### config.mk
export PLATFORM = sky130hd
export DESIGN_NAME = mac_learning_forward_table_core_flat
export DESIGN_NICKNAME = d
export VERILOG_FILES = /design/src/hw/rtl/mlft_pkg.sv /design/src/hw/rtl/mlft_stream_if.sv /design/src/hw/rtl/mlft_cell.sv /design/src/hw/rtl/mac_learning_forward_table_core.sv /design/src/flat_wrapper.sv
export SDC_FILE = /design/constraint.sdc
export NUM_CORES = 2
export LEC_CHECK = 0
export ABC_CLOCK_PERIOD_IN_PS = 162400
export BUFFER_PORTS_ARGS = -buffer_cell sky130_fd_sc_hd__buf_2
export CAP_MARGIN = 20
export CORE_MARGIN = 4
export CORE_UTILIZATION = 60
export CTS_CLUSTER_DIAMETER = 60
export DETAILED_ROUTE_END_ITERATION = 10
export PLACE_DENSITY_LB_ADDON = 0.15
export REMOVE_ABC_BUFFERS = 1
export SETUP_SLACK_MARGIN = 0.3
export SLEW_MARGIN = 20
export SYNTH_ARGS = -nofsm -noshare
export SYNTH_HDL_FRONTEND = slang
export SYNTH_HIERARCHICAL = 1
export SYNTH_SLANG_ARGS = --single-unit
### constraint.sdc
create_clock -name i_clk -period 162.4 [get_ports i_clk]
set_clock_uncertainty 0.1 [all_clocks]
set_input_delay 16.24 -clock i_clk [delete_from_list [all_inputs] [get_ports i_clk]]
set_output_delay 16.24 -clock i_clk [all_outputs]
set_load 0.03 [all_outputs]
### src/hw/rtl/mlft_pkg.sv
package mlft_pkg;

    // Switch port set: ports 0 .. NUM_PORTS-1, capped at the 16 mask bits
    localparam int NUM_PORTS = 16;
    localparam int MASK_W    = 16;
    localparam int PORT_W    = 4;
    localparam int ADDR_W    = 16;

    localparam logic [MASK_W-1:0] PORT_MASK_FULL =
        (NUM_PORTS >= MASK_W) ? {MASK_W{1'b1}}
                              : MASK_W'((32'd1 << NUM_PORTS) - 32'd1);

    // Frame header as it arrives
    typedef struct packed {
        logic [PORT_W-1:0] in_port;
        logic [ADDR_W-1:0] dest_addr;
        logic [ADDR_W-1:0] src_addr;
    } t_hdr;

    // Forwarding decision
    typedef struct packed {
        logic [MASK_W-1:0] forward_mask;
        logic              learn_dropped;
    } t_fwd;

    // Lookup token handed from cell to cell
    typedef struct packed {
        logic [PORT_W-1:0] in_port;
        logic [ADDR_W-1:0] dest_addr;
        logic [ADDR_W-1:0] src_addr;
        logic              src_done;
        logic              dst_hit;
        logic [PORT_W-1:0] dst_port;
    } t_token;

endpackage

### src/hw/rtl/mlft_stream_if.sv
interface mlft_stream_if #(
    parameter type T = logic
);
    logic valid;
    logic ready;
    T     data;

    modport source (output valid, output data, input ready);
    modport sink   (input valid, input data, output ready);
endinterface

### src/hw/rtl/mlft_cell.sv
module mlft_cell (
    input  logic            i_clk,
    input  logic            i_rst_n,
    input  logic            i_advance,
    input  logic            i_valid,
    input  mlft_pkg::t_token i_tok,
    output logic            o_valid,
    output mlft_pkg::t_token o_tok
);

    // Table entry held by this cell
    logic                          r_entry_valid;
    logic [mlft_pkg::ADDR_W-1:0]   r_entry_addr;
    logic [mlft_pkg::PORT_W-1:0]   r_entry_port;

    // Token stage register
    logic                          r_tok_valid;
    mlft_pkg::t_token              r_tok;

    logic                          n_entry_valid;
    logic [mlft_pkg::ADDR_W-1:0]   n_entry_addr;
    logic [mlft_pkg::PORT_W-1:0]   n_entry_port;
    mlft_pkg::t_token              n_tok;

    logic src_match;
    logic dst_match;
    logic learn_here;

    assign src_match = r_entry_valid && (r_entry_addr == i_tok.src_addr);
    assign dst_match = r_entry_valid && (r_entry_addr == i_tok.dest_addr);
    // Valid entries form a prefix, so the first free cell means the source is new
    assign learn_here = i_valid && !i_tok.src_done && (src_match || !r_entry_valid);

    // Learn and look up against this entry
    always_comb begin
        n_tok         = i_tok;
        n_entry_valid = r_entry_valid;
        n_entry_addr  = r_entry_addr;
        n_entry_port  = r_entry_port;
        if (learn_here) begin
            n_entry_valid = 1'b1;
            n_entry_addr  = i_tok.src_addr;
            n_entry_port  = i_tok.in_port;
            n_tok.src_done = 1'b1;
        end
        // Destination differs from source whenever it matters, so the old entry serves
        if (!i_tok.dst_hit && dst_match) begin
            n_tok.dst_hit  = 1'b1;
            n_tok.dst_port = r_entry_port;
        end
    end

    // Control state
    always_ff @(posedge i_clk) begin
        if (!i_rst_n) begin
            r_entry_valid <= 1'b0;
            r_tok_valid   <= 1'b0;
        end else if (i_advance) begin
            r_entry_valid <= n_entry_valid;
            r_tok_valid   <= i_valid;
        end
    end

    // Payload
    always_ff @(posedge i_clk) begin
        if (i_advance) begin
            r_entry_addr <= n_entry_addr;
            r_entry_port <= n_entry_port;
            r_tok        <= n_tok;
        end
    end

    assign o_valid = r_tok_valid;
    assign o_tok   = r_tok;

endmodule

### src/hw/rtl/mac_learning_forward_table_core.sv
// Learning forwarding table: a row of TABLE_SIZE cells, one table entry per cell.
// A token steps through the cells in order to the result, one cell per cycle while the row moves.
// Throughput: one header per cycle; a stalled result holds the whole row.
// Reset (synchronous, active low) clears every entry's valid bit and every token's
// valid bit; headers are taken once reset is released.
module mac_learning_forward_table_core #(
    parameter int TABLE_SIZE = 64
) (
    input  logic                 i_clk,
    input  logic                 i_rst_n,
    mlft_stream_if.sink          i_hdr,
    mlft_stream_if.source        o_fwd
);

    logic             advance;
    logic             w_valid [TABLE_SIZE+1];
    mlft_pkg::t_token w_tok   [TABLE_SIZE+1];
    mlft_pkg::t_token last_tok;
    mlft_pkg::t_fwd   fwd;

    // Whole row moves unless the result waits
    assign advance     = !w_valid[TABLE_SIZE] || o_fwd.ready;
    assign i_hdr.ready = advance;

    // Token entering the row
    always_comb begin
        w_tok[0]           = '0;
        w_tok[0].in_port   = i_hdr.data.in_port;
        w_tok[0].dest_addr = i_hdr.data.dest_addr;
        w_tok[0].src_addr  = i_hdr.data.src_addr;
    end
    assign w_valid[0] = i_hdr.valid;

    // Row of cells
    for (genvar g = 0; g < TABLE_SIZE; g++) begin : g_cell
        mlft_cell u_cell (
            .i_clk     (i_clk),
            .i_rst_n   (i_rst_n),
            .i_advance (advance),
            .i_valid   (w_valid[g]),
            .i_tok     (w_tok[g]),
            .o_valid   (w_valid[g+1]),
            .o_tok     (w_tok[g+1])
        );
    end

    assign last_tok = w_tok[TABLE_SIZE];

    // Port mask from the finished token
    always_comb begin
        fwd.learn_dropped = !last_tok.src_done;
        if (last_tok.dest_addr == last_tok.src_addr) begin
            fwd.forward_mask = '0;
        end else if (last_tok.dst_hit) begin
            fwd.forward_mask = (mlft_pkg::MASK_W'(1) << last_tok.dst_port)
                               & mlft_pkg::PORT_MASK_FULL;
        end else begin
            fwd.forward_mask = mlft_pkg::PORT_MASK_FULL
                               & ~(mlft_pkg::MASK_W'(1) << last_tok.in_port);
        end
    end

    assign o_fwd.valid = w_valid[TABLE_SIZE];
    assign o_fwd.data  = fwd;

endmodule

### src/flat_wrapper.sv
// flat-port wrapper written by rule: the top's interface ports become plain ports
module mac_learning_forward_table_core_flat 
#(
    parameter int TABLE_SIZE = 64
)
  (i_clk, i_rst_n, i_hdr_valid, i_hdr_data, i_hdr_ready, o_fwd_valid, o_fwd_data, o_fwd_ready);
  mlft_stream_if #(.T(mlft_pkg::t_hdr)) i_hdr_i ();
  mlft_stream_if #(.T(mlft_pkg::t_fwd)) o_fwd_i ();
  input  logic i_clk;
  input  logic i_rst_n;
  input wire logic [$bits(i_hdr_i.valid)-1:0] i_hdr_valid;
  input wire logic [$bits(i_hdr_i.data)-1:0] i_hdr_data;
  output wire logic [$bits(i_hdr_i.ready)-1:0] i_hdr_ready;
  output wire logic [$bits(o_fwd_i.valid)-1:0] o_fwd_valid;
  output wire logic [$bits(o_fwd_i.data)-1:0] o_fwd_data;
  input wire logic [$bits(o_fwd_i.ready)-1:0] o_fwd_ready;
  assign i_hdr_i.valid = i_hdr_valid;
  assign i_hdr_i.data = i_hdr_data;
  assign i_hdr_ready = i_hdr_i.ready;
  assign o_fwd_valid = o_fwd_i.valid;
  assign o_fwd_data = o_fwd_i.data;
  assign o_fwd_i.ready = o_fwd_ready;
  mac_learning_forward_table_core #(.TABLE_SIZE(TABLE_SIZE)) u_core (.i_clk(i_clk), .i_rst_n(i_rst_n), .i_hdr(i_hdr_i), .o_fwd(o_fwd_i));
endmodule
==> flow_metrics.env <==
export IMPL_fp_dieH_um=511
export IMPL_postCtsHoldBufs=0
export IMPL_ys_ff_latch=4096
export IMPL_hold_class="reg -> reg"
export IMPL_numCtsBuffers=405
export IMPL_first_iter_violations=5654
export IMPL_cts_resized=0
export IMPL_rsz0062_at_grt="no"
export IMPL_stdcell_count=11882
export IMPL_finalCritPeriodShare_pct=20.8
export IMPL_syn_avg_cell_area_um2=19.7
export IMPL_area_delta_synth_final_pct=11.8
export IMPL_syn_cell_area_um2=152000
export IMPL_slew_headroom_pct=28.3
export IMPL_crit_slowest_cell="nand2b_4"
export IMPL_synthCells=7705
export IMPL_yosysTopAreaCell="edfxtp_1"
export IMPL_drt_pass1_iterations=7
export IMPL_clk_pin_slew_worst_paths_ps=60
export IMPL_core_um2=251000
export IMPL_whs_path_depth=0
export IMPL_cts_tree="built"
export IMPL_hold_end="u_core/g_cell[59].u_cell/r_entry_port[3]"
export IMPL_io_buffer_count=58
export IMPL_setup_tns_ps=0
export IMPL_grt_pass1_wl_um=410000
export IMPL_report_power_total_uw=2150
export IMPL_die_w_um=511
export IMPL_post_cts_buffers=0
export IMPL_cts_root_buffer="clkbuf_16"
export IMPL_insertion_delay_ps=950
export IMPL_worstPathCellList="buf_2 > nand2b_4 > buf_2"
export IMPL_antenna_found_initial=5
export IMPL_async_flop_share_pct=0
export IMPL_clk_path_buf_depth=4
export IMPL_layout_min_cycle_time_ps=33710
export IMPL_synth_cell_types=28
export IMPL_slowest_delay_ps=660
export IMPL_power_density_nw_per_um2=12.7
export IMPL_drc=0
export IMPL_ys_seq_area_share_pct=80.2
export IMPL_critical_path_buf_inv_count=2
export IMPL_initial_utilization_pct=60.4
export IMPL_yosys_area_top_type_share_pct=78.5
export IMPL_peakVddDrop_uv=11.0
export IMPL_wl_per_cell_um=22.3
export IMPL_via_count=66465
export IMPL_cts_sinks=4096
export IMPL_placed_cells=11147
export IMPL_cp_max_fo=54
export IMPL_vias_per_cell=5.59
export IMPL_grt_max_degree=194
export IMPL_drive_gt1_share_pct=12.3
export IMPL_power_leakage_uw=0.0601
export IMPL_ios=59
export IMPL_finish_utilization_pct=67.5
export IMPL_ff2ff_setup_slack_ps=155710
export IMPL_hold_viol=0
export IMPL_cpMostUsedCell="buf_2"
export IMPL_mostFrequentLayoutCells="edfxtp_1, xnor2_1, xor2_1"
export IMPL_status="complete, no violations"
export IMPL_reg2reg_from="u_core/g_cell[63].u_cell/o_valid"
export IMPL_worstPathRequired_ps=146060
export IMPL_synthTopCellsByArea="edfxtp_1, xnor2_1, xor2_1, mux2_2, dfxtp_1"
export IMPL_synth_edff_count=3968
export IMPL_maxSlewViolCount=0
export IMPL_grt_pass1_vias=68849
export IMPL_min_from="u_core/g_cell[58].u_cell/o_tok[41]"
export IMPL_worstPathArrival_ps=17370
export IMPL_setup_viol=0
export IMPL_placed_cell_area_um2=157000
export IMPL_grt_total_usage_pct=20.1
export IMPL_overflow=0
export IMPL_dieArea_um2=261000
export IMPL_htree_num_levels=5
export IMPL_ant_nets=0
export IMPL_fmax_mhz=29.7
export IMPL_endpoint_kind="output port"
export IMPL_gp_congestion=0.824
export IMPL_reg2reg_depth=9
export IMPL_nets=8246
export IMPL_maxCapViolCount=0
export IMPL_fill_cells=15902
export IMPL_row_count=184
export IMPL_wirelength_um=265000
export IMPL_stdcell_area_um2=170000
export IMPL_cp_start_kind="input pin"
export IMPL_final_common_cell="edfxtp_1"
export IMPL_r2r_end="u_core/g_cell[0].u_cell/r_entry_addr[13]"
export IMPL_synth_warnings=6
export IMPL_yosys_most_used_dff="edfxtp_1"
export IMPL_dp_hpwl_um=180000
export IMPL_path_class="in -> out"
export IMPL_worst_pin_slew_ps=1080
export IMPL_critical_path_top_delay_family="simple AND/OR/NAND/NOR gates"
-- worst max-delay path by stage --
stage,depth (start not counted),startpoint,to
after floorplan,1,o_fwd_ready,i_hdr_ready
after global placement,3,o_fwd_ready,i_hdr_ready
after detailed placement,3,o_fwd_ready,i_hdr_ready
after CTS,3,o_fwd_ready,i_hdr_ready
after global routing,3,o_fwd_ready,i_hdr_ready
final,3,o_fwd_ready,i_hdr_ready
-- registers in the layout (all words and copies together) (netlist names) --
signal and flops:
u_core/g_cell.u_cell/r_entry_addr 1024, u_core/g_cell.u_cell/o_tok 2688, u_core/g_cell.u_cell/r_entry_valid 64, u_core/g_cell.u_cell/r_entry_port 256, u_core/g_cell.u_cell/o_valid 64
-- metrics by stage --
stage	setup slack (ps)	hold WS, ps
3_5_place_dp	128640	329
4_1_cts	128630	312
5_1_grt	128570	330
6_report	128690	322
3_3_place_gp	128670	327
2_1_floorplan	64080	321
-- final cells by class --
| class | instances | area, um2 | share of cell area, % |
|---|---|---|---|
| Sequential cell | 4096 | 122000 | 71.8 |
| Clock buffer | 528 | 10900 | 6.44 |
| Antenna cell | 2 | 5.00 | 0.00295 |
| Tap cell | 3348 | 4190 | 2.47 |
| Inverter | 1 | 3.75 | 0.00221 |
| Multi-Input combinational cell | 3611 | 30000 | 17.7 |
| Timing Repair Buffer | 91 | 632 | 0.372 |
| Clock inverter | 205 | 2120 | 1.25 |
-- synth_stat cells, drive strengths merged, types with 6 or more instances --
master,n
nor4b,64
nand2,74
nand2b,69
a211oi,15
o21a,64
a21boi,64
xnor2,1296
nand4,389
nor4,136
dfxtp,128
or2b,64
xor2,768
a21o,64
nor2,68
mux2,256
nor3,73
and2,64
edfxtp,3968
o41ai,64
nand3,6
-- cells by family after synthesis --
family / Yosys count / synth area share [%]
compound gates: 272 / 1.40
xor+xnor: 2064 / 11.9
buf+inv: 5 / 0.0173
flops: 4096 / 80.2
mux: 256 / 1.90
other cells: 1 / 0.00247
simple gates: 1011 / 4.56
-- power breakdown --
group	internal (uW)	total, uW	switching [uW]	leakage (uW)
clock network	537	910	373	0.00635
logic	15.8	27.9	12.1	0.0110
registers	1180	1210	27.1	0.0428
-- routing by layer --
layer | GRT usage, % | routed length (um) | vias to the layer above
met5 | 0 | 0 | -
li1 | - | - | 30559
met3 | 2.75 | 10900 | 496
met1 | 28.2 | 116000 | 33934
met2 | 33.6 | 132000 | 1476
met4 | 5.67 | 6960 | 0
No activity file was read; power rests on OpenSTA's default activity.
